`config.mk`:
```
export PLATFORM = sky130hd
export DESIGN_NAME = droplet_moment_accumulator
export DESIGN_NICKNAME = d
export VERILOG_FILES = /design/src/rtl/core/dma_pkg.sv /design/src/rtl/core/droplet_moment_accumulator.sv /design/src/rtl/core/dma_ctrl.sv /design/src/rtl/core/dma_datapath.sv
export SDC_FILE = /design/constraint.sdc
export NUM_CORES = 2
export LEC_CHECK = 0
export ABC_AREA = 1
export BUFFER_PORTS_ARGS = -buffer_cell sky130_fd_sc_hd__buf_4
export CORE_AREA = 3 3 472 708
export DETAILED_ROUTE_END_ITERATION = 10
export DIE_AREA = 0 0 475 711
export PLACE_DENSITY = 0.45
export SETUP_SLACK_MARGIN = 0.1
export SYNTH_ARGS = -nofsm -noshare
export SYNTH_HDL_FRONTEND = slang
export SYNTH_SLANG_ARGS = --single-unit
```
`constraint.sdc`:
```
create_clock -name aclk -period 12.2 [get_ports aclk]
set_clock_uncertainty 0.05 [all_clocks]
set_input_delay 1.22 -clock aclk [delete_from_list [all_inputs] [get_ports aclk]]
set_output_delay 1.22 -clock aclk [all_outputs]
set_load 0.01 [all_outputs]
```
`src/rtl/core/dma_pkg.sv`:
```
// ----------------------------------------------------------------------------
// Droplet moment accumulator package
// Widths, state and command codes, and the control and status structs shared
// by the controller, the datapath and the top level.
// ----------------------------------------------------------------------------
package dma_pkg;

    // Field widths of one cell and of one droplet result.
    localparam int VOL_W   = 24;
    localparam int FILL_W  = 17;
    localparam int COORD_W = 24;
    localparam int DENS_W  = 16;
    localparam int LV_W    = 24;
    localparam int CM_W    = 40;
    localparam int VSUM_W  = 40;
    localparam int MSUM_W  = 56;
    localparam int MOM_W   = 64;
    localparam int MEAN_W  = 24;
    localparam int FRAC_W  = 16;

    // Stream payload widths, padded to whole bytes.
    localparam int IN_TDATA_W  = 192;
    localparam int OUT_TDATA_W = 240;

    // Six coordinates per cell: x, y, z, u, v, w.
    localparam int NUM_LANES = 6;
    localparam int LANE_W    = 3;
    localparam logic [LANE_W-1:0] LAST_LANE = LANE_W'(NUM_LANES - 1);

    // Shared multiplier: 25-bit signed by 21-bit signed operands.
    localparam int MUL_A_W  = 25;
    localparam int MUL_B_W  = 21;
    localparam int MUL_P_W  = MUL_A_W + MUL_B_W;
    localparam int CM_SPLIT = 20;

    // Mean divider: 23 quotient bits (7 integer, 16 fractional).
    localparam int QUO_W     = 23;
    localparam int INT_W     = QUO_W - FRAC_W;
    localparam int STEP_W    = 5;
    localparam logic [STEP_W-1:0] LAST_STEP = STEP_W'(QUO_W - 1);
    localparam int REM_W     = MSUM_W;

    localparam logic [DENS_W-1:0] DENSITY_RESET = DENS_W'(997);
    localparam logic [FILL_W-1:0] FULL_FILL     = FILL_W'(65536);

    localparam logic [MOM_W-1:0]  MOM_MAX  = {1'b0, {(MOM_W-1){1'b1}}};
    localparam logic [MOM_W-1:0]  MOM_MIN  = {1'b1, {(MOM_W-1){1'b0}}};
    localparam logic [MEAN_W-1:0] MEAN_MAX = {1'b0, {(MEAN_W-1){1'b1}}};
    localparam logic [MEAN_W-1:0] MEAN_MIN = {1'b1, {(MEAN_W-1){1'b0}}};

    // Controller states.
    typedef enum logic [3:0] {
        ST_IDLE,
        ST_MUL_LV,
        ST_MUL_CM,
        ST_MASS,
        ST_MUL_LO,
        ST_MUL_HI,
        ST_COMB,
        ST_ACC,
        ST_DIV_INIT,
        ST_DIV_STEP,
        ST_DIV_DONE,
        ST_EMIT
    } dma_state_t;

    // Datapath operations.
    typedef enum logic [3:0] {
        OP_NONE,
        OP_LOAD,
        OP_MUL_LV,
        OP_MUL_CM,
        OP_MASS,
        OP_MUL_LO,
        OP_MUL_HI,
        OP_COMB,
        OP_ACC,
        OP_DIV_INIT,
        OP_DIV_STEP,
        OP_DIV_DONE,
        OP_EMIT
    } dma_op_t;

    typedef struct packed {
        dma_op_t           op;
        logic [LANE_W-1:0] lane;
    } dma_cmd_t;

    typedef struct packed {
        logic out_full;
        logic last_cell;
    } dma_status_t;

endpackage

```
`src/rtl/core/droplet_moment_accumulator.sv`:
```
// Sequencing: each cell is taken in idle, then runs through the volume and mass products and the six
// moment lanes one after another; the last cell of a droplet then runs the six means one after another
// through a 23-step restoring divider before the result is emitted, and emit waits on m_tready.
// Throughput: no new cell is taken until the previous one, with any divisions and its emit, is complete.
// Reset: aresetn is synchronous and active low; it clears all sums and restores density 997.
// ----------------------------------------------------------------------------
// Droplet moment accumulator
// Accumulates liquid volume, mass and mass-weighted centroid and velocity
// moments over the cells of one droplet and emits totals and means.
// ----------------------------------------------------------------------------
module droplet_moment_accumulator (
    input  logic                                aclk,
    input  logic                                aresetn,
    // Cell input stream.
    input  logic                                s_tvalid,
    output logic                                s_tready,
    // Fields from bit 0: cell_volume, fill_fraction, centroid_x, centroid_y,
    // centroid_z, velocity_u, velocity_v, velocity_w, zero padding.
    input  logic [dma_pkg::IN_TDATA_W-1:0]      s_tdata,
    input  logic                                s_tuser,    // start_droplet
    input  logic                                s_tlast,    // end_droplet
    // Density register write.
    input  logic                                cfg_valid,
    output logic                                cfg_ready,
    input  logic [dma_pkg::DENS_W-1:0]          cfg_data,   // liquid_density
    // Droplet result stream.
    output logic                                m_tvalid,
    input  logic                                m_tready,
    // Fields from bit 0: total_volume, total_mass, mean_x, mean_y, mean_z,
    // mean_u, mean_v, mean_w.
    output logic [dma_pkg::OUT_TDATA_W-1:0]     m_tdata,
    output logic                                m_tuser     // zero_mass
);

    dma_pkg::dma_cmd_t    cmd;
    dma_pkg::dma_status_t status;
    logic                 cfg_we;

    // The density register takes a write in any cycle out of reset.
    assign cfg_ready = aresetn;
    assign cfg_we    = cfg_valid && cfg_ready;

    // Sequencer.
    dma_ctrl u_ctrl (
        .aclk     (aclk),
        .aresetn  (aresetn),
        .s_tvalid (s_tvalid),
        .s_tready (s_tready),
        .status   (status),
        .cmd      (cmd)
    );

    // Arithmetic and storage.
    dma_datapath u_datapath (
        .aclk     (aclk),
        .aresetn  (aresetn),
        .s_tdata  (s_tdata),
        .s_tuser  (s_tuser),
        .s_tlast  (s_tlast),
        .cfg_we   (cfg_we),
        .cfg_data (cfg_data),
        .cmd      (cmd),
        .status   (status),
        .m_tvalid (m_tvalid),
        .m_tready (m_tready),
        .m_tdata  (m_tdata),
        .m_tuser  (m_tuser)
    );

endmodule

```
`src/rtl/core/dma_ctrl.sv`:
```
// ----------------------------------------------------------------------------
// Droplet moment accumulator controller
// Sequences one cell through the shared multiplier and the six moment lanes,
// and on the last cell of a droplet through the six mean divisions.
// ----------------------------------------------------------------------------
module dma_ctrl (
    input  logic                 aclk,
    input  logic                 aresetn,
    input  logic                 s_tvalid,
    output logic                 s_tready,
    input  dma_pkg::dma_status_t status,
    output dma_pkg::dma_cmd_t    cmd
);

    dma_pkg::dma_state_t              state_reg, state_next;
    logic [dma_pkg::LANE_W-1:0]       lane_reg, lane_next;
    logic [dma_pkg::STEP_W-1:0]       step_reg, step_next;

    // State and counter registers.
    always_ff @(posedge aclk) begin
        if (!aresetn) begin
            state_reg <= dma_pkg::ST_IDLE;
            lane_reg  <= '0;
            step_reg  <= '0;
        end else begin
            state_reg <= state_next;
            lane_reg  <= lane_next;
            step_reg  <= step_next;
        end
    end

    // Next state, lane and division step.
    always_comb begin
        state_next = state_reg;
        lane_next  = lane_reg;
        step_next  = step_reg;
        case (state_reg)
            dma_pkg::ST_IDLE: begin
                if (s_tvalid) begin
                    state_next = dma_pkg::ST_MUL_LV;
                end
            end
            dma_pkg::ST_MUL_LV: begin
                state_next = dma_pkg::ST_MUL_CM;
            end
            dma_pkg::ST_MUL_CM: begin
                state_next = dma_pkg::ST_MASS;
            end
            dma_pkg::ST_MASS: begin
                state_next = dma_pkg::ST_MUL_LO;
                lane_next  = '0;
            end
            dma_pkg::ST_MUL_LO: begin
                state_next = dma_pkg::ST_MUL_HI;
            end
            dma_pkg::ST_MUL_HI: begin
                state_next = dma_pkg::ST_COMB;
            end
            dma_pkg::ST_COMB: begin
                state_next = dma_pkg::ST_ACC;
            end
            dma_pkg::ST_ACC: begin
                if (lane_reg != dma_pkg::LAST_LANE) begin
                    state_next = dma_pkg::ST_MUL_LO;
                    lane_next  = lane_reg + 3'd1;
                end else if (status.last_cell) begin
                    state_next = dma_pkg::ST_DIV_INIT;
                    lane_next  = '0;
                end else begin
                    state_next = dma_pkg::ST_IDLE;
                end
            end
            dma_pkg::ST_DIV_INIT: begin
                state_next = dma_pkg::ST_DIV_STEP;
                step_next  = '0;
            end
            dma_pkg::ST_DIV_STEP: begin
                if (step_reg == dma_pkg::LAST_STEP) begin
                    state_next = dma_pkg::ST_DIV_DONE;
                end else begin
                    step_next = step_reg + 5'd1;
                end
            end
            dma_pkg::ST_DIV_DONE: begin
                if (lane_reg == dma_pkg::LAST_LANE) begin
                    state_next = dma_pkg::ST_EMIT;
                end else begin
                    state_next = dma_pkg::ST_DIV_INIT;
                    lane_next  = lane_reg + 3'd1;
                end
            end
            dma_pkg::ST_EMIT: begin
                if (!status.out_full) begin
                    state_next = dma_pkg::ST_IDLE;
                end
            end
            default: begin
                state_next = dma_pkg::ST_IDLE;
            end
        endcase
    end

    // Commands to the datapath; no beat is taken while reset is held.
    always_comb begin
        s_tready = 1'b0;
        cmd.lane = lane_reg;
        cmd.op   = dma_pkg::OP_NONE;
        case (state_reg)
            dma_pkg::ST_IDLE: begin
                s_tready = aresetn;
                if (s_tvalid) begin
                    cmd.op = dma_pkg::OP_LOAD;
                end
            end
            dma_pkg::ST_MUL_LV:   cmd.op = dma_pkg::OP_MUL_LV;
            dma_pkg::ST_MUL_CM:   cmd.op = dma_pkg::OP_MUL_CM;
            dma_pkg::ST_MASS:     cmd.op = dma_pkg::OP_MASS;
            dma_pkg::ST_MUL_LO:   cmd.op = dma_pkg::OP_MUL_LO;
            dma_pkg::ST_MUL_HI:   cmd.op = dma_pkg::OP_MUL_HI;
            dma_pkg::ST_COMB:     cmd.op = dma_pkg::OP_COMB;
            dma_pkg::ST_ACC:      cmd.op = dma_pkg::OP_ACC;
            dma_pkg::ST_DIV_INIT: cmd.op = dma_pkg::OP_DIV_INIT;
            dma_pkg::ST_DIV_STEP: cmd.op = dma_pkg::OP_DIV_STEP;
            dma_pkg::ST_DIV_DONE: cmd.op = dma_pkg::OP_DIV_DONE;
            dma_pkg::ST_EMIT: begin
                if (!status.out_full) begin
                    cmd.op = dma_pkg::OP_EMIT;
                end
            end
            default: cmd.op = dma_pkg::OP_NONE;
        endcase
    end

`ifndef NO_ASSERTIONS
    // The lane counter never leaves the six coordinates.
    a_lane_range: assert property (@(posedge aclk) disable iff (!aresetn)
        lane_reg <= dma_pkg::LAST_LANE)
        else $error("lane counter out of range");

    // The division step counter stays within the quotient width.
    a_step_range: assert property (@(posedge aclk) disable iff (!aresetn)
        step_reg <= dma_pkg::LAST_STEP)
        else $error("division step counter out of range");

    // A cell beat is taken only while the controller is idle.
    a_ready_idle: assert property (@(posedge aclk) disable iff (!aresetn)
        s_tready == (state_reg == dma_pkg::ST_IDLE))
        else $error("s_tready raised outside the idle state");
`endif

endmodule

```
`src/rtl/core/dma_datapath.sv`:
```
// ----------------------------------------------------------------------------
// Droplet moment accumulator datapath
// Input capture, shared multiplier, saturating sums, the bit-serial mean
// divider and the output register, all driven by controller commands.
// ----------------------------------------------------------------------------
module dma_datapath (
    input  logic                                aclk,
    input  logic                                aresetn,
    // Fields from bit 0: cell_volume, fill_fraction, centroid_x, centroid_y,
    // centroid_z, velocity_u, velocity_v, velocity_w, zero padding.
    input  logic [dma_pkg::IN_TDATA_W-1:0]      s_tdata,
    input  logic                                s_tuser,    // start_droplet
    input  logic                                s_tlast,    // end_droplet
    input  logic                                cfg_we,
    input  logic [dma_pkg::DENS_W-1:0]          cfg_data,
    input  dma_pkg::dma_cmd_t                   cmd,
    output dma_pkg::dma_status_t                status,
    output logic                                m_tvalid,
    input  logic                                m_tready,
    // Fields from bit 0: total_volume, total_mass, mean_x, mean_y, mean_z,
    // mean_u, mean_v, mean_w.
    output logic [dma_pkg::OUT_TDATA_W-1:0]     m_tdata,
    output logic                                m_tuser     // zero_mass
);

    localparam int VW = dma_pkg::VOL_W;
    localparam int FW = dma_pkg::FILL_W;
    localparam int CW = dma_pkg::COORD_W;

    // Configuration and captured cell.
    logic [dma_pkg::DENS_W-1:0]          density_reg;
    logic [VW-1:0]                       vol_reg;
    logic [FW-1:0]                       fill_reg;
    logic [CW-1:0]                       coord_reg [dma_pkg::NUM_LANES];
    logic                                last_reg;

    // Multiplier and product registers.
    logic signed [dma_pkg::MUL_A_W-1:0]  mul_a;
    logic signed [dma_pkg::MUL_B_W-1:0]  mul_b;
    logic signed [dma_pkg::MUL_P_W-1:0]  mul_next;
    logic signed [dma_pkg::MUL_P_W-1:0]  mul_reg;
    logic signed [dma_pkg::MUL_P_W-1:0]  lo_reg;
    logic [dma_pkg::CM_W-1:0]            cm_reg;
    logic signed [dma_pkg::MOM_W-1:0]    prod_reg;

    // Running sums.
    logic [dma_pkg::VSUM_W-1:0]          vsum_reg;
    logic [dma_pkg::MSUM_W-1:0]          msum_reg;
    logic [dma_pkg::MOM_W-1:0]           mom_reg [dma_pkg::NUM_LANES];

    // Divider.
    logic                                neg_reg;
    logic                                sat_reg;
    logic [dma_pkg::REM_W-1:0]           rem_reg;
    logic [dma_pkg::QUO_W-1:0]           dvd_reg;
    logic [dma_pkg::QUO_W-1:0]           quo_reg;
    logic [dma_pkg::MEAN_W-1:0]          mean_reg [dma_pkg::NUM_LANES];

    // Output register.
    logic                                out_valid_reg;
    logic [dma_pkg::OUT_TDATA_W-1:0]     out_data_reg;
    logic                                out_zero_reg;

    // Combinational helpers.
    logic [FW-1:0]                       fill_in;
    logic [CW-1:0]                       coord_sel;
    logic [dma_pkg::LV_W-1:0]            lv;
    logic [dma_pkg::VSUM_W:0]            vsum_add;
    logic [dma_pkg::MSUM_W:0]            msum_add;
    logic [dma_pkg::MOM_W-1:0]           lo_ext;
    logic [dma_pkg::MOM_W-1:0]           hi_ext;
    logic [dma_pkg::MOM_W-1:0]           prod_next;
    logic [dma_pkg::MOM_W-1:0]           mom_cur;
    logic [dma_pkg::MOM_W-1:0]           contrib;
    logic [dma_pkg::MOM_W-1:0]           acc_sum;
    logic                                acc_ovf;
    logic [dma_pkg::MOM_W-1:0]           acc_next;
    logic [dma_pkg::MOM_W-1:0]           mag;
    logic [dma_pkg::MOM_W-1:0]           sat_lim;
    logic [dma_pkg::REM_W:0]             trial;
    logic [dma_pkg::REM_W:0]             diff;
    logic                                trial_ge;
    logic [dma_pkg::MEAN_W-1:0]          mean_mag;
    logic [dma_pkg::MEAN_W-1:0]          mean_next;
    logic                                mass_zero;

    assign fill_in   = s_tdata[VW +: FW];
    assign coord_sel = coord_reg[cmd.lane];
    assign lv        = mul_reg[dma_pkg::FRAC_W +: dma_pkg::LV_W];
    assign mass_zero = (msum_reg == '0);

    // Shared multiplier operand selection.
    always_comb begin
        mul_a = '0;
        mul_b = '0;
        case (cmd.op)
            dma_pkg::OP_MUL_LV: begin
                mul_a = {1'b0, vol_reg};
                mul_b = {{(dma_pkg::MUL_B_W-FW){1'b0}}, fill_reg};
            end
            dma_pkg::OP_MUL_CM: begin
                mul_a = {1'b0, lv};
                mul_b = {{(dma_pkg::MUL_B_W-dma_pkg::DENS_W){1'b0}}, density_reg};
            end
            dma_pkg::OP_MUL_LO: begin
                mul_a = {coord_sel[CW-1], coord_sel};
                mul_b = {1'b0, cm_reg[dma_pkg::CM_SPLIT-1:0]};
            end
            dma_pkg::OP_MUL_HI: begin
                mul_a = {coord_sel[CW-1], coord_sel};
                mul_b = {1'b0, cm_reg[dma_pkg::CM_W-1:dma_pkg::CM_SPLIT]};
            end
            default: begin
                mul_a = '0;
                mul_b = '0;
            end
        endcase
    end

    assign mul_next = mul_a * mul_b;

    // Volume and mass sums saturate at their full width.
    assign vsum_add = {1'b0, vsum_reg} + (dma_pkg::VSUM_W+1)'(lv);
    assign msum_add = {1'b0, msum_reg} + (dma_pkg::MSUM_W+1)'(mul_reg[dma_pkg::CM_W-1:0]);

    // Full product from the two partial products.
    assign lo_ext    = {{(dma_pkg::MOM_W-dma_pkg::MUL_P_W){lo_reg[dma_pkg::MUL_P_W-1]}}, lo_reg};
    assign hi_ext    = {{(dma_pkg::MOM_W-dma_pkg::MUL_P_W){mul_reg[dma_pkg::MUL_P_W-1]}},
                        mul_reg};
    assign prod_next = lo_ext + {hi_ext[dma_pkg::MOM_W-dma_pkg::CM_SPLIT-1:0],
                                 {dma_pkg::CM_SPLIT{1'b0}}};

    // Flooring shift of the product and saturating signed moment add.
    assign mom_cur  = mom_reg[cmd.lane];
    assign contrib  = dma_pkg::MOM_W'(prod_reg >>> dma_pkg::FRAC_W);
    assign acc_sum  = mom_cur + contrib;
    assign acc_ovf  = (mom_cur[dma_pkg::MOM_W-1] == contrib[dma_pkg::MOM_W-1])
                   && (acc_sum[dma_pkg::MOM_W-1] != mom_cur[dma_pkg::MOM_W-1]);
    assign acc_next = !acc_ovf ? acc_sum
                    : (mom_cur[dma_pkg::MOM_W-1] ? dma_pkg::MOM_MIN : dma_pkg::MOM_MAX);

    // Divider setup: magnitude and the quotient overflow test against mass * 128.
    assign mag     = mom_cur[dma_pkg::MOM_W-1] ? (~mom_cur + 64'd1) : mom_cur;
    assign sat_lim = {1'b0, msum_reg, {dma_pkg::INT_W{1'b0}}};

    // One restoring division step per cycle.
    assign trial    = {rem_reg, dvd_reg[dma_pkg::QUO_W-1]};
    assign diff     = trial - {1'b0, msum_reg};
    assign trial_ge = (trial >= {1'b0, msum_reg});

    // Final mean: zero mass, saturation, then the sign.
    assign mean_mag = {1'b0, quo_reg};
    always_comb begin
        if (mass_zero) begin
            mean_next = '0;
        end else if (sat_reg) begin
            mean_next = neg_reg ? dma_pkg::MEAN_MIN : dma_pkg::MEAN_MAX;
        end else if (neg_reg) begin
            mean_next = ~mean_mag + 24'd1;
        end else begin
            mean_next = mean_mag;
        end
    end

    // Density register.
    always_ff @(posedge aclk) begin
        if (!aresetn) begin
            density_reg <= dma_pkg::DENSITY_RESET;
        end else if (cfg_we) begin
            density_reg <= cfg_data;
        end
    end

    // Cell capture, multiplier and divider registers.
    always_ff @(posedge aclk) begin
        case (cmd.op)
            dma_pkg::OP_LOAD: begin
                vol_reg  <= s_tdata[VW-1:0];
                fill_reg <= (fill_in > dma_pkg::FULL_FILL) ? dma_pkg::FULL_FILL : fill_in;
                for (int i = 0; i < dma_pkg::NUM_LANES; i++) begin
                    coord_reg[i] <= s_tdata[VW + FW + i*CW +: CW];
                end
            end
            dma_pkg::OP_MUL_LV, dma_pkg::OP_MUL_CM: begin
                mul_reg <= mul_next;
            end
            dma_pkg::OP_MASS: begin
                cm_reg <= mul_reg[dma_pkg::CM_W-1:0];
            end
            dma_pkg::OP_MUL_LO: begin
                mul_reg <= mul_next;
            end
            dma_pkg::OP_MUL_HI: begin
                lo_reg  <= mul_reg;
                mul_reg <= mul_next;
            end
            dma_pkg::OP_COMB: begin
                prod_reg <= prod_next;
            end
            dma_pkg::OP_DIV_INIT: begin
                neg_reg <= mom_cur[dma_pkg::MOM_W-1];
                sat_reg <= (mag >= sat_lim);
                rem_reg <= mag[dma_pkg::MOM_W-2:dma_pkg::INT_W];
                dvd_reg <= {mag[dma_pkg::INT_W-1:0], {dma_pkg::FRAC_W{1'b0}}};
                quo_reg <= '0;
            end
            dma_pkg::OP_DIV_STEP: begin
                rem_reg <= trial_ge ? diff[dma_pkg::REM_W-1:0] : trial[dma_pkg::REM_W-1:0];
                dvd_reg <= {dvd_reg[dma_pkg::QUO_W-2:0], 1'b0};
                quo_reg <= {quo_reg[dma_pkg::QUO_W-2:0], trial_ge};
            end
            dma_pkg::OP_DIV_DONE: begin
                mean_reg[cmd.lane] <= mean_next;
            end
            default: begin
            end
        endcase
    end

    // Droplet state: end flag and the saturating sums.
    always_ff @(posedge aclk) begin
        if (!aresetn) begin
            last_reg <= 1'b0;
            vsum_reg <= '0;
            msum_reg <= '0;
            for (int i = 0; i < dma_pkg::NUM_LANES; i++) begin
                mom_reg[i] <= '0;
            end
        end else begin
            case (cmd.op)
                dma_pkg::OP_LOAD: begin
                    last_reg <= s_tlast;
                    if (s_tuser) begin
                        vsum_reg <= '0;
                        msum_reg <= '0;
                        for (int i = 0; i < dma_pkg::NUM_LANES; i++) begin
                            mom_reg[i] <= '0;
                        end
                    end
                end
                dma_pkg::OP_MUL_CM: begin
                    vsum_reg <= vsum_add[dma_pkg::VSUM_W] ? {dma_pkg::VSUM_W{1'b1}}
                                                         : vsum_add[dma_pkg::VSUM_W-1:0];
                end
                dma_pkg::OP_MASS: begin
                    msum_reg <= msum_add[dma_pkg::MSUM_W] ? {dma_pkg::MSUM_W{1'b1}}
                                                         : msum_add[dma_pkg::MSUM_W-1:0];
                end
                dma_pkg::OP_ACC: begin
                    mom_reg[cmd.lane] <= acc_next;
                end
                default: begin
                end
            endcase
        end
    end

    // Output register: loaded on emit, emptied when the beat is taken.
    always_ff @(posedge aclk) begin
        if (!aresetn) begin
            out_valid_reg <= 1'b0;
        end else if (cmd.op == dma_pkg::OP_EMIT) begin
            out_valid_reg <= 1'b1;
        end else if (m_tready) begin
            out_valid_reg <= 1'b0;
        end
    end

    always_ff @(posedge aclk) begin
        if (cmd.op == dma_pkg::OP_EMIT) begin
            out_data_reg <= {mean_reg[5], mean_reg[4], mean_reg[3], mean_reg[2],
                             mean_reg[1], mean_reg[0], msum_reg, vsum_reg};
            out_zero_reg <= mass_zero;
        end
    end

    assign m_tvalid         = out_valid_reg;
    assign m_tdata          = out_data_reg;
    assign m_tuser          = out_zero_reg;
    assign status.out_full  = out_valid_reg && !m_tready;
    assign status.last_cell = last_reg;

`ifndef NO_ASSERTIONS
    // A result is never loaded over one that has not been taken.
    a_no_overwrite: assert property (@(posedge aclk) disable iff (!aresetn)
        (cmd.op == dma_pkg::OP_EMIT) |-> !(out_valid_reg && !m_tready))
        else $error("result register overwritten before the beat was taken");

    // An emit always presents a beat in the next cycle.
    a_emit_valid: assert property (@(posedge aclk) disable iff (!aresetn)
        (cmd.op == dma_pkg::OP_EMIT) |=> m_tvalid)
        else $error("emit did not raise m_tvalid");

    // A zero-mass result carries all six means as zero.
    a_zero_means: assert property (@(posedge aclk) disable iff (!aresetn)
        (m_tvalid && m_tuser) |-> (m_tdata[dma_pkg::OUT_TDATA_W-1:96] == '0))
        else $error("zero-mass result with nonzero means");
`endif

endmodule
```
# == Word level (Yosys, flattened, before mapping) ==
# Memories as Yosys holds them, arrays and structs flattened. A register that Yosys moved wholly into a read port is not among the register bits.
# Cells that the tools add are included.
# op_classes
mul,1
magnitude_cmp,3
div,0
n_reduce_logical,20
n_shift,0
bitwise,8
n_eq_ne,35
mux,63
add_sub_neg,9
# op_table
operator,n
64-bit 2-to-1 mux,10
56-bit case mux with 2 select lines,2
56-bit 2-to-1 mux,3
64-bit adder,2
24-bit 2-to-1 mux,4
4-bit case mux with 12 select lines,2
23-bit case mux with 2 select lines,2
40-bit 2-to-1 mux,2
20-bit case mux with 4 select lines,1
40-bit case mux with 2 select lines,1
25-bit case mux with 3 select lines,1
"64-bit by 1-bit adder with 64-bit output, second input constant",1
64-bit by 63-bit greater-or-equal comparator with 1-bit output,1
64-bit NOT,1
64-bit OR reduction,1
56-bit by 40-bit adder with 57-bit output,1
57-bit by 56-bit greater-or-equal comparator with 1-bit output,1
56-bit zero test,1
56-bit subtractor,1
25-bit by 21-bit multiplier with 46-bit output,1
40-bit by 24-bit adder with 41-bit output,1
"4-bit equality test, second input constant",9
"4-bit by 3-bit equality test with 1-bit output, second input constant",8
"24-bit by 1-bit adder with 24-bit output, second input constant",1
other kinds (31),81
# totals
ff_bits,708
ramBits,672
out_inout_bits,244
memories,3
romBits,0
latch_bits,0
# mem_list
name,depth,width,read_ports,rd_clocked_by_memory_dff,wr,line,rtl
u_datapath.mom_reg,6,64,1,1,6,dma_datapath.sv:49,logic [dma_pkg::MOM_W-1:0] mom_reg [dma_pkg::NUM_LANES];
u_datapath.coord_reg,6,24,1,1,6,dma_datapath.sv:34,logic [CW-1:0] coord_reg [dma_pkg::NUM_LANES];
u_datapath.mean_reg,6,24,6,6,1,dma_datapath.sv:57,logic [dma_pkg::MEAN_W-1:0] mean_reg [dma_pkg::NUM_LANES];

# == Longest topological paths before layout ==
# logic_depth
depth_word,10
ltp_mapped,39
mapped_depth_nobuf,35

# == By module ==
# Synthesis repeated with hierarchy kept, for this count alone.
# unflattened
cells_unflattened,10644
hier_area_um2,94325.5
# by_module_without_submodules
mod,seq_area_each_um2,area_each_um2,instances,cells_each
dma_datapath,42340.6,93455.9,1,10502
dma_ctrl,240.2,854.6,1,139
droplet_moment_accumulator,0.0,15.0,1,3

# == Least setup slack after synthesis ==
# Ideal clock, no wire load.
# synth_path
path_kind,input port to flip-flop
from,in m_tready
to,"reg u_datapath.out_data_reg (netlist bit m_tdata[100]), read port of u_datapath.mean_reg (enable)"
required_time_ns,11.302
path_buffers,0
stages,2
path_slack_ns,0.078
setup_time_ns,0.847
arrival_ns,11.225
cell_sequence,nor2_1 nor2_1
# synth_via
elab_chain_len,5
# synth_rtl
element,line,rtl
"start, declared",droplet_moment_accumulator.sv:28,"input logic m_tready,"
1-bit zero test,dma_datapath.sv:280,assign status.out_full = out_valid_reg && !m_tready;
1-bit logical AND,dma_datapath.sv:280,
4-bit 2-to-1 mux,dma_ctrl.sv:126,if (!status.out_full) begin
4-bit case mux with 12 select lines,dma_ctrl.sv:108,case (state_reg)
4-bit equality test,dma_datapath.sv:270,if (cmd.op == dma_pkg::OP_EMIT) begin
"end, declared",dma_datapath.sv:61,logic [dma_pkg::OUT_TDATA_W-1:0] out_data_reg;
# Every way passes these cells.
# A chain may end at the register's enable or synchronous reset.

# == Worst setup path after layout ==
# layout_path
from,reg u_ctrl.state_reg[2]
to,reg u_datapath.mul_reg[40] (netlist name) (data pin)
# layout_via
elab_chain_len,6
elab_cells_between_ends,21
# layout_rtl
element,line,rtl
"start, declared",dma_ctrl.sv:15,"dma_pkg::dma_state_t state_reg, state_next;"
"start signal, assigned",dma_ctrl.sv:22,state_reg <= dma_pkg::ST_IDLE;
"start signal, assigned",dma_ctrl.sv:26,state_reg <= state_next;
4-bit equality test (tied with other cells),dma_ctrl.sv:108,
4-bit case mux with 12 select lines *,dma_ctrl.sv:108,
4-bit by 3-bit equality test with 1-bit output,dma_datapath.sv:96,case (cmd.op)
2-bit OR reduction (no line),n/a,
25-bit case mux with 3 select lines,dma_datapath.sv:96,
25-bit by 21-bit multiplier with 46-bit output *,dma_datapath.sv:120,assign mul_next = mul_a * mul_b;
"net u_datapath.mul_next, one bit",dma_datapath.sv:40,logic signed [dma_pkg::MUL_P_W-1:0] mul_next;
"end signal, assigned",dma_datapath.sv:185,mul_reg <= mul_next;
"end signal, assigned",dma_datapath.sv:191,mul_reg <= mul_next;
"end signal, assigned",dma_datapath.sv:195,mul_reg <= mul_next;
"end, declared",dma_datapath.sv:41,logic signed [dma_pkg::MUL_P_W-1:0] mul_reg;
# Mark *: on every way through the listed nets, which the timed path passes. The rest lies on a longest branch.

==> flow_summary.json <==
{
  "cts_sinks": 1463,
  "crit_path_end_kind": "flop",
  "start_util_pct": 28.9,
  "synthCells": 10600,
  "coreArea_um2": 329000,
  "worst_path_largest_cell_delay_ps": 670,
  "outcome": "finished clean",
  "worst_pin_slew_ps": 1260,
  "cp-endpoint": "u_datapath.mul_reg[40]$_DFFE_PP_",
  "startpoint_type": "flop",
  "crit_type": "reg2reg",
  "dp_slack_ps": 1950,
  "core.rowCount": 258,
  "detail-route-antenna-nets": 0,
  "drt-wirelength-per-cell_um": 24.9,
  "power.total_mw": 15.1,
  "ys_ff_latch": 1463,
  "synthFlopType": "edfxtp_1",
  "clock_latency_ps": 920,
  "max-vdd-ir-drop_uv": 161,
  "cpMostUsedCell": "fa_1",
  "max_slew_margin_pct": 14.8,
  "max_freq_ghz": 0.0974,
  "clockBufferDepth": 4,
  "num_vias": 76400,
  "total_leakage_power_nw": 47.0,
  "cts_setup_buffers": 0,
  "setup_ws_ps": 1930,
  "grt_antenna_before_repair": 19,
  "min_period_ps": 10270,
  "ios": 459,
  "grt_usage_pct": 22.4,
  "postSynthNetCount": 11800,
  "cts_max_level": 4,
  "synth_area_um2": 95200,
  "largest_reg_flops": 512,
  "viasPerCell": 4.93,
  "fillers": 34400,
  "rrSetupSlack_ps": 1930,
  "hpwl_um": 293000,
  "cellPowerDensity_nw_per_um2": 138,
  "fin_setup_tns_ps": 0,
  "drv_slew": 0,
  "syn2layout_area_growth_pct": 14.7,
  "grt_pass1_wl_um": 549000,
  "crit-reg2reg-launch": "u_ctrl.state_reg[2]$_SDFFE_PN0P_",
  "r2r_end": "u_datapath.mul_reg[40]$_DFFE_PP_",
  "final_common_cell": "nand2_1",
  "yosysSeqAreaShare_pct": 44.8,
  "grt_max_degree": 160,
  "cts_tree": "built",
  "routed_wirelength_um": 386000,
  "io_buffers": 451,
  "ctsResizeCount": 0,
  "drt_first_pass_iters": 6,
  "synth_cell_types": 66,
  "startpoint": "u_ctrl.state_reg[2]$_SDFFE_PN0P_",
  "hold_buffers": 0,
  "crit_path_max_fanout": 19,
  "dp.cells": 15200,
  "critPathRequiredTime_ps": 12780,
  "numCtsBuffers": 166,
  "period_share_pct": 84.2,
  "drive_gt1_share_pct": 8.72,
  "final_area_um2": 109000,
  "first_iter_violations": 5512,
  "setup_viol": 0,
  "place_congestion": 0.955,
  "fin_util_pct": 33.2,
  "die_h_um": 711,
  "hold-path-cell-count": 0,
  "crit_arrival_ps": 10850,
  "drv_cap": 0,
  "instances_no_fill": 15500,
  "r2r_cells": 32,
  "die_area_um2": 338000,
  "ys_warn_count": 0,
  "cts-root-buf": "clkbuf_16",
  "first_global_vias": 79400,
  "whs_ps": 317,
  "rsz0062_at_grt": "false",
  "layout_common_cells": "2367 x nand2_1, 1643 x inv_1, 1334 x edfxtp_1, 1220 x nor2_1, 688 x a21oi_1",
  "cp_slowest_cell": "o21ai_0",
  "drc": 0,
  "path_clk_slew_ps": 60,
  "die_w_um": 475,
  "dpl_cell_area_um2": 104000,
  "syn_avg_cell_area_um2": 8.96,
  "min_path_type": "reg2reg",
  "async_reset_ff_share_pct": 0,
  "synth_edf_count": 1334,
  "finalNetCount": 12200,
  "hold_violations": 0,
  "grt_overflow": 0
}
## synth_stat cells, drive strengths merged (30+ instances only)
cell type  count  area [um^2]
nand4         65          407
nor3          87          473
a22o          49          429
fa           514        10300
o21a          33          248
buf          190         1170
nor4          34          213
a21o          47          353
o21ai        508         2580
a21oi        688         3440
a31oi         79          494
nand2       2379         8940
clkbuf       169          634
o211ai        33          248
nand3        479         2410
xnor2         86          753
nor2        1242         4700
xor2         209         1830
o21bai        30          225
dfxtp        129         2580
inv         1663         6250
ha           409         5120
edfxtp      1334        40100
## metal layers
metal / wire [um] / global-route usage [%] / up-vias
met3: 14000 / 2.02 / 749
li1: - / - / 35600
met1: 137000 / 23.4 / 37900
met2: 207000 / 42.6 / 2140
met5: 13 / 0 / -
met4: 27700 / 13.9 / 2
## power breakdown
group	switching [mW]	internal [mW]	leakage, nW
registers	0.164	5.85	13.8
clock network	2.17	2.92	2.62
logic	2.84	1.12	30.6
## worst max-delay path: cells and delay by family, from the launching register on
family | cells | cell delay (ps)
buffers and inverters | 10 | 2140
xor gates and xnor gates | 1 | 100
and+or+nand+nor | 9 | 1440
DFF | 1 | 350
AOI/OAI and AO/OA | 4 | 1780
adders and majority gates | 8 | 4100
## area by class of cell
| cell class | instances | area, um^2 | share of cell area [%] |
|---|---|---|---|
| Timing Repair Buffer | 626 | 4740 | 4.34 |
| Clock inverter | 94 | 993 | 0.910 |
| Clock buffer | 199 | 4360 | 3.99 |
| Tap cell | 4290 | 5370 | 4.92 |
| Sequential cell | 1463 | 42700 | 39.1 |
| Inverter | 1673 | 6300 | 5.77 |
| Antenna cell | 16 | 40.0 | 0.0367 |
| Multi-Input combinational cell | 7135 | 44700 | 41.0 |
## kinds of logic (layout without fill, tap and decap cells)
logic type	after synthesis	after routing	synth area share, %
AO/OA/AOI/OAI	1587	1587	9.49
other	0	16	0
flip-flops	1463	1463	44.8
buffers and inverters	2032	2592	8.51
XOR/XNOR	295	295	2.71
adder cells (fa/ha/maj)	923	923	16.2
AND/OR/NAND/NOR	4330	4330	18.3
## worst min path at each step
| stage | from | to | slack [ps] |
|---|---|---|---|
| after floorplan | u_datapath.mean_reg[0][4]$_DFFE_PP_ | m_tdata[100]$_DFFE_PP_ | 350 |
| after global placement | u_datapath.mean_reg[0][6]$_DFFE_PP_ | m_tdata[102]$_DFFE_PP_ | 350 |
| after detailed placement | u_datapath.mean_reg[0][7]$_DFFE_PP_ | m_tdata[103]$_DFFE_PP_ | 350 |
| after CTS | u_datapath.mean_reg[1][21]$_DFFE_PP_ | m_tdata[141]$_DFFE_PP_ | 310 |
| after global routing | u_datapath.mean_reg[1][21]$_DFFE_PP_ | m_tdata[141]$_DFFE_PP_ | 320 |
| final | u_datapath.mean_reg[1][21]$_DFFE_PP_ | m_tdata[141]$_DFFE_PP_ | 320 |
No activity file was read; power rests on OpenSTA's default activity.
